===== src/rtl/rnt_pkg.sv =====
// ----------------------------------------------------------------------------
// rnt_pkg
// Types and constants shared by the read-name tokenizer modules.
// ----------------------------------------------------------------------------
package rnt_pkg;

   localparam int KIND_W  = 3;
   localparam int VALUE_W = 30;
   localparam int CHAR_W  = 8;

   localparam logic [CHAR_W-1:0]  CHAR_ZERO = 8'h30;
   localparam logic [CHAR_W-1:0]  CHAR_NINE = 8'h39;
   localparam logic [CHAR_W-1:0]  CHAR_UC_A = 8'h41;
   localparam logic [CHAR_W-1:0]  CHAR_UC_Z = 8'h5a;
   localparam logic [CHAR_W-1:0]  CHAR_LC_A = 8'h61;
   localparam logic [CHAR_W-1:0]  CHAR_LC_Z = 8'h7a;
   localparam logic [3:0]         DEC_BASE  = 4'd10;
   localparam logic [VALUE_W-1:0] DELTA_MAX = 30'd255;

   typedef enum logic [KIND_W-1:0] {
      KIND_DIFF   = 3'd0,
      KIND_STRING = 3'd1,
      KIND_CHAR   = 3'd2,
      KIND_DIGITS = 3'd3,
      KIND_DELTA  = 3'd4,
      KIND_MATCH  = 3'd5,
      KIND_END    = 3'd6
   } token_kind_type;

   typedef enum logic [1:0] {
      PEND_NONE,
      PEND_ALPHA,
      PEND_ZERO,
      PEND_NUM
   } pend_kind_type;

   typedef enum logic [3:0] {
      ST_IDLE,
      ST_OPEN,
      ST_CHAR,
      ST_START,
      ST_LAST,
      ST_END,
      ST_CLOSE,
      ST_FIN,
      ST_TREAD,
      ST_TLOOK,
      ST_SCMP,
      ST_SDEC,
      ST_SEMIT
   } ctl_state_type;

   typedef enum logic [3:0] {
      OP_NONE,
      OP_LATCH,
      OP_OPEN,
      OP_APPEND,
      OP_FLUSH_LOAD,
      OP_START,
      OP_CHAR_LOAD,
      OP_END_LOAD,
      OP_CLOSE,
      OP_FIN,
      OP_TREAD,
      OP_TLOOK,
      OP_SCMP,
      OP_SDEC,
      OP_SEMIT
   } dp_op_type;

   typedef struct packed {
      dp_op_type op;
   } dp_cmd_type;

   typedef struct packed {
      logic in_name;
      logic present;
      logic last;
      logic append_ok;
      logic pend_busy;
      logic start_is_char;
      logic tok_is_string;
      logic idx_last;
      logic eq;
      logic push_ok;
      logic fin_done;
   } dp_status_type;

endpackage


===== src/rtl/rnt_ctl.sv =====
// ----------------------------------------------------------------------------
// rnt_ctl
// Sequencer: walks one item through open, character, flush and end steps,
// and each token through table lookup, string compare and emission.
// ----------------------------------------------------------------------------
module rnt_ctl
   import rnt_pkg::*;
(
   input  logic          clock,
   input  logic          reset,
   input  logic          req_valid,
   output logic          req_ready,
   input  dp_status_type status,
   output dp_cmd_type    cmd
);

   ctl_state_type state_ff, state_in;
   ctl_state_type ret_ff, ret_in;

   always_ff @(posedge clock) begin
      if (reset) begin
         state_ff <= ST_IDLE;
         ret_ff   <= ST_IDLE;
      end else begin
         state_ff <= state_in;
         ret_ff   <= ret_in;
      end
   end

   // next state
   always_comb begin
      state_in = state_ff;
      ret_in   = ret_ff;
      case (state_ff)
         ST_IDLE: begin
            if (req_valid) state_in = ST_OPEN;
         end
         ST_OPEN: begin
            if (!status.in_name) begin
               ret_in   = ST_CHAR;
               state_in = ST_TREAD;
            end else begin
               state_in = ST_CHAR;
            end
         end
         ST_CHAR: begin
            if (!status.present || status.append_ok) begin
               state_in = ST_LAST;
            end else if (status.pend_busy) begin
               ret_in   = ST_START;
               state_in = ST_TREAD;
            end else begin
               state_in = ST_START;
            end
         end
         ST_START: begin
            if (status.start_is_char) begin
               ret_in   = ST_LAST;
               state_in = ST_TREAD;
            end else begin
               state_in = ST_LAST;
            end
         end
         ST_LAST: begin
            if (!status.last) begin
               state_in = ST_FIN;
            end else if (status.pend_busy) begin
               ret_in   = ST_END;
               state_in = ST_TREAD;
            end else begin
               state_in = ST_END;
            end
         end
         ST_END: begin
            ret_in   = ST_CLOSE;
            state_in = ST_TREAD;
         end
         ST_CLOSE: state_in = ST_FIN;
         ST_FIN: begin
            if (status.fin_done) state_in = ST_IDLE;
         end
         ST_TREAD: state_in = ST_TLOOK;
         ST_TLOOK: begin
            if (status.tok_is_string) state_in = ST_SCMP;
            else if (status.push_ok)  state_in = ret_ff;
         end
         ST_SCMP: begin
            if (status.idx_last) state_in = ST_SDEC;
         end
         ST_SDEC: begin
            if (!status.eq)          state_in = ST_SEMIT;
            else if (status.push_ok) state_in = ret_ff;
         end
         ST_SEMIT: begin
            if (status.push_ok && status.idx_last) state_in = ret_ff;
         end
         default: state_in = ST_IDLE;
      endcase
   end

   // outputs
   always_comb begin
      req_ready = 1'b0;
      cmd.op    = OP_NONE;
      case (state_ff)
         ST_IDLE: begin
            req_ready = 1'b1;
            if (req_valid) cmd.op = OP_LATCH;
         end
         ST_OPEN: begin
            if (!status.in_name) cmd.op = OP_OPEN;
         end
         ST_CHAR: begin
            if (status.present) begin
               if (status.append_ok)      cmd.op = OP_APPEND;
               else if (status.pend_busy) cmd.op = OP_FLUSH_LOAD;
            end
         end
         ST_START: begin
            if (status.start_is_char) cmd.op = OP_CHAR_LOAD;
            else                      cmd.op = OP_START;
         end
         ST_LAST: begin
            if (status.last && status.pend_busy) cmd.op = OP_FLUSH_LOAD;
         end
         ST_END:   cmd.op = OP_END_LOAD;
         ST_CLOSE: cmd.op = OP_CLOSE;
         ST_FIN:   cmd.op = OP_FIN;
         ST_TREAD: cmd.op = OP_TREAD;
         ST_TLOOK: cmd.op = OP_TLOOK;
         ST_SCMP:  cmd.op = OP_SCMP;
         ST_SDEC:  cmd.op = OP_SDEC;
         ST_SEMIT: cmd.op = OP_SEMIT;
         default:  cmd.op = OP_NONE;
      endcase
   end

endmodule


===== config.mk =====
export PLATFORM = sky130hd
export DESIGN_NAME = rnt_ctl
export DESIGN_NICKNAME = d
export VERILOG_FILES = /design/src/rtl/rnt_pkg.sv /design/src/rtl/rnt_ctl.sv
export SDC_FILE = /design/constraint.sdc
export NUM_CORES = 1
export LEC_CHECK = 0
export BUFFER_PORTS_ARGS = -buffer_cell sky130_fd_sc_hd__buf_2
export CAP_MARGIN = 10
export CORE_MARGIN = 1.5
export CORE_UTILIZATION = 40
export CTS_BUF_LIST = sky130_fd_sc_hd__clkbuf_8
export DETAILED_ROUTE_END_ITERATION = 7
export GPL_TIMING_DRIVEN = 0
export HOLD_SLACK_MARGIN = 0.03
export PLACE_DENSITY_LB_ADDON = 0.05
export SLEW_MARGIN = 20
export SYNTH_ARGS = -nofsm -noshare
export SYNTH_HDL_FRONTEND = slang
export SYNTH_SLANG_ARGS = --single-unit
export TNS_END_PERCENT = 10

===== constraint.sdc =====
create_clock -name clock -period 1.63 [get_ports clock]
set_input_delay 0.0815 -clock clock [delete_from_list [all_inputs] [get_ports clock]]
set_output_delay 0.0815 -clock clock [all_outputs]
set_load 0.05 [all_outputs]

After elaboration in Yosys (flattened, before gate mapping)

Cells that the tools add are included.

Flip-flop bits (word level): 8
Latch bits: 0
Memory bits (writable): 0
Memory bits (read-only): 0
Input port bits: 14
Output and inout port bits: 5
Logic and storage cells: 62
Memories: 0

$add $sub $neg: 0
Multipliers: 0
Divide/modulo/power cells: 0
Order comparisons: 0
Eq/ne operators: 22
Shift-type cells: 0
Mux-type cells: 30
Bitwise gates (word level): 0
Reductions and logical operators: 8

Operators with widths:

| kind                                                                   | count |
|---|---|
| 4-bit one-hot mux with 13 select lines                                 | 2 |
| 4-bit two-way mux                                                      | 19 |
| 4-bit equality test (second input constant)                            | 5 |
| 2-bit inequality test (second input constant)                          | 10 |
| 4-bit one-hot mux with 5 select lines                                  | 1 |
| 4-bit by 3-bit equality test with 1-bit output (second input constant) | 4 |
| 3-bit two-way mux                                                      | 4 |
| 4-bit by 2-bit equality test with 1-bit output (second input constant) | 2 |
| 7-bit AND reduction                                                    | 1 |
| 5-bit nonzero test                                                     | 1 |
| 4-bit by 1-bit equality test with 1-bit output (second input constant) | 1 |
| 4-bit zero test                                                        | 1 |
| 2-bit two-way mux                                                      | 2 |
| 4-bit AND reduction                                                    | 1 |
| 1-bit logical AND                                                      | 2 |
| 1-bit two-way mux                                                      | 2 |
| 1-bit zero test                                                        | 1 |
| 1-bit logical OR                                                       | 1 |

Logic depth before layout (Yosys ltp)

Depth in word-level cells: 4
Mapped depth: 7
Depth with buffers taken out: 5

Least setup slack after synthesis

Ideal clock, no wire load.

Path kind: reg-to-output
From: reg state_ff[0]
To: out cmd[1] (netlist name)
Data arrival time: 2.605 ns
Required time: 1.548 ns
Setup slack: -1.057 ns
Cell stages (with the launch flop): 4
Path buffers: 1
Cells stage by stage: dfxtp_1 > buf_4 > or2_1 > o311ai_0

RTL lines:

| item                   | RTL line      | RTL |
|---|---|---|
| start, declared        | rnt_ctl.sv:17 | `ctl_state_type state_ff, state_in;` |
| start signal, assigned | rnt_ctl.sv:25 | `state_ff <= state_in;` |
| end, declared          | rnt_ctl.sv:14 | `output dp_cmd_type cmd` |

==> results.toml <==
[global_routing]
grt_max_degree = 11
grt_overflow = 0
grt_pass1_vias = 986
track_usage_pct = 24.1
antenna_found_initial = 0
grt_pass1_wl_um = 4680

[place]
pre_cts_ws_ns = -0.103
gp_congestion = 0.909
dpl.cell_count = 172
portBuffers = 16
hpwl_um = 2080

[status]
status = "complete, no violations"

[sta]
skew_ns = 0.00162
fin_crit_sh_pct = 99.5
relSlewSlack_pct = 76.2
layout_min_cycle_time_ns = 1.62
finalHoldViolations = 0
tns_ns = 0
rsz0062_at_grt = "true"
slew_violations = 0
hold_slack_ns = 0.188
clock.fmax_mhz = 616
setup_viol = 0
tightest_slew_ns = 0.357
worst_slack_ns = 0.00793

[setup_path]
path_common_cell = "buf_6"
worstPathArrival_ns = 1.54
cp_max_fo = 10
slowest_delay_ns = 0.39
crit_required_ns = 1.55
crit_path_top_delay_cell = "dfxtp_2"
cp_cell_sequence = "buf_6 -> nor2_2 -> o2bb2ai_1 -> a22oi_2 -> o311ai_2 -> buf_6"
startpoint_type = "register"
crit_path_end_kind = "output pin"
critPathKind = "register to output pin"

[floorplan]
dieArea_sq_mm = 0.00255
pin_count = 19
fp.coreArea_sq_mm = 0.00217
rows = 17
initial_core_util_pct = 41.6
dieWidth_um = 50.5
die_h_um = 50.5

[synth]
muxShareOfSynthArea_pct = 2.22
syn_avg_cell_area_sq_um = 7.05
yosys_most_used_dff = "dfxtp_1"
synth.distinct_cells = 53
yosys.area_share.adder_pct = 0
synth-simple-area-share_pct = 32.5
ys_seq_area_share_pct = 15.5
synth_seq_cells = 7
synth_area_sq_um = 902
synth_top_area_share_pct = 15.5
synth_top_family_by_area = "compound AO/OA/AOI/OAI gates"
async_reset_ff_share_pct = 0
synth_xor_xnor_area_share_pct = 1.94
synth.area.top_cells = "dfxtp_1 (16%), a21oi_1 (6.7%), nand2_1 (6.7%)"
synth-warning-count = 0
synth_edf_count = 0
syn_nets = 142
synth_compound_area_share_pct = 35.5
yosys.area.top_type = "dfxtp_1"
syn_inst = 128

[clock_network]
root_buffer = "clkbuf_8"
htreeDepth = 1
clkTransAtPathRegs_ns = 0.04
cts_inserted_buffers = 3
clock_sinks = 7
cts_hold_buf = 0
clk_path_buf_depth = 2
clkLatencyLatePin_ns = 0.22
tritoncts = "built"

[routing]
vias = 1094
drc = 0
ant_nets = 0
drt-total-wl_um = 2890
viasPerCell = 6.15
drt_iter0_markers = 59
routedWlPerCell_um = 16.3
drt-pass1-iter-count = 4

[power]
leakage_uw = 0.000452
p_per_area_mw_per_mm2 = 1980
vdd_drop_max_mv = 1.01

[min_path]
hold_path_class = "primary input to register"

[final_layout]
mostFrequentLayoutCells = "nand2_1 (16), buf_2 (13), a21oi_1 (11)"
syn_to_final_growth_pct = 32.9
antenna_cells = 0
drive_above_1_share_pct = 38.0
nets = 165
final_common_cell = "nand2_1"
finalNonFillerCells = 178
final_util_pct = 55.2

[job]
drv_cap = 0
[state kept, by name (all words and copies together) (netlist names)]
| register | flops |
|---|---|
| ret_ff | 3 |
| state_ff | 4 |
[layout make-up]
cell class                      instances  area (sq um)
Buffer                                 11           126
Inverter                                6          22.5
Fill cell                             231           971
Multi-Input combinational cell        104           713
Clock inverter                          1          3.75
Sequential cell                         7           146
Clock buffer                            3          41.3
Timing Repair Buffer                   18           110
Tap cell                               28          35.0
[repair_timing]
| action | 4_1_cts | 5_1_grt |
|---|---|---|
| gates resized for setup | 23 | 10 |
| setup buffers | 0 | 2 |
| gates cloned | 0 | 0 |
| setup endpoints to repair | 7 | 6 |
| pin swaps | 1 | 2 |
[cells by family (layout without fill, tap and decap cells)]
logic type	count (synthesis)	in the layout
AO/OA/AOI/OAI	46	46
flip-flops	7	7
XOR/XNOR	2	2
buffers and inverters	17	39
AND/OR/NAND/NOR	54	54
multiplexers	2	2
[cells in the mapped netlist, types with 3 or more instances]
cell type  count
nor2_1         8
nand2_1       16
nor2b_1        3
o211ai_1       4
o21ai_1        3
nor3b_1        3
o21ai_0        3
nand3_1        6
dfxtp_1        7
inv_1          5
buf_2          3
nand2b_1       4
buf_4          3
a21oi_1       12
[metrics by stage]
step	power, uW	instance area, sq um
floorplan	1520	920
global placement	1860	1030
detailed placement	1850	1030
CTS	2240	1150
global route	2520	1200
finish	2370	1200
[path summary, 6_finish.rpt]
check,from,end,slack [ns],cells after the start
max reg2reg,state_ff[0],state_ff[0],0.05,6
min,status[0],state_ff[0],0.19,4
min reg2reg,ret_ff[2],ret_ff[2],0.46,2
max,state_ff[0],cmd[1],0.008,6
[worst max-delay path: cells and delay by family, from the launching register on]
family	cells	cell delay, ns
compound gates	3	0.51
flops	1	0.39
buf+inv	2	0.34
simple gates	1	0.07
[metal layers]
layer	vias to the layer above	part of all wire, %	GRT usage (%)
li1	516	-	-
met1	526	44	32.5
met2	42	47	38.6
met3	10	4.9	0.893
met4	0	3.5	13.1
met5	-	0	0
[where the power goes]
part	leakage, uW	switching (uW)	internal, uW
combinational	0.000367	1110	728
clock	0.0000269	68.8	162
sequential	0.0000588	70.8	236
No activity file was read; power rests on OpenSTA's default activity.
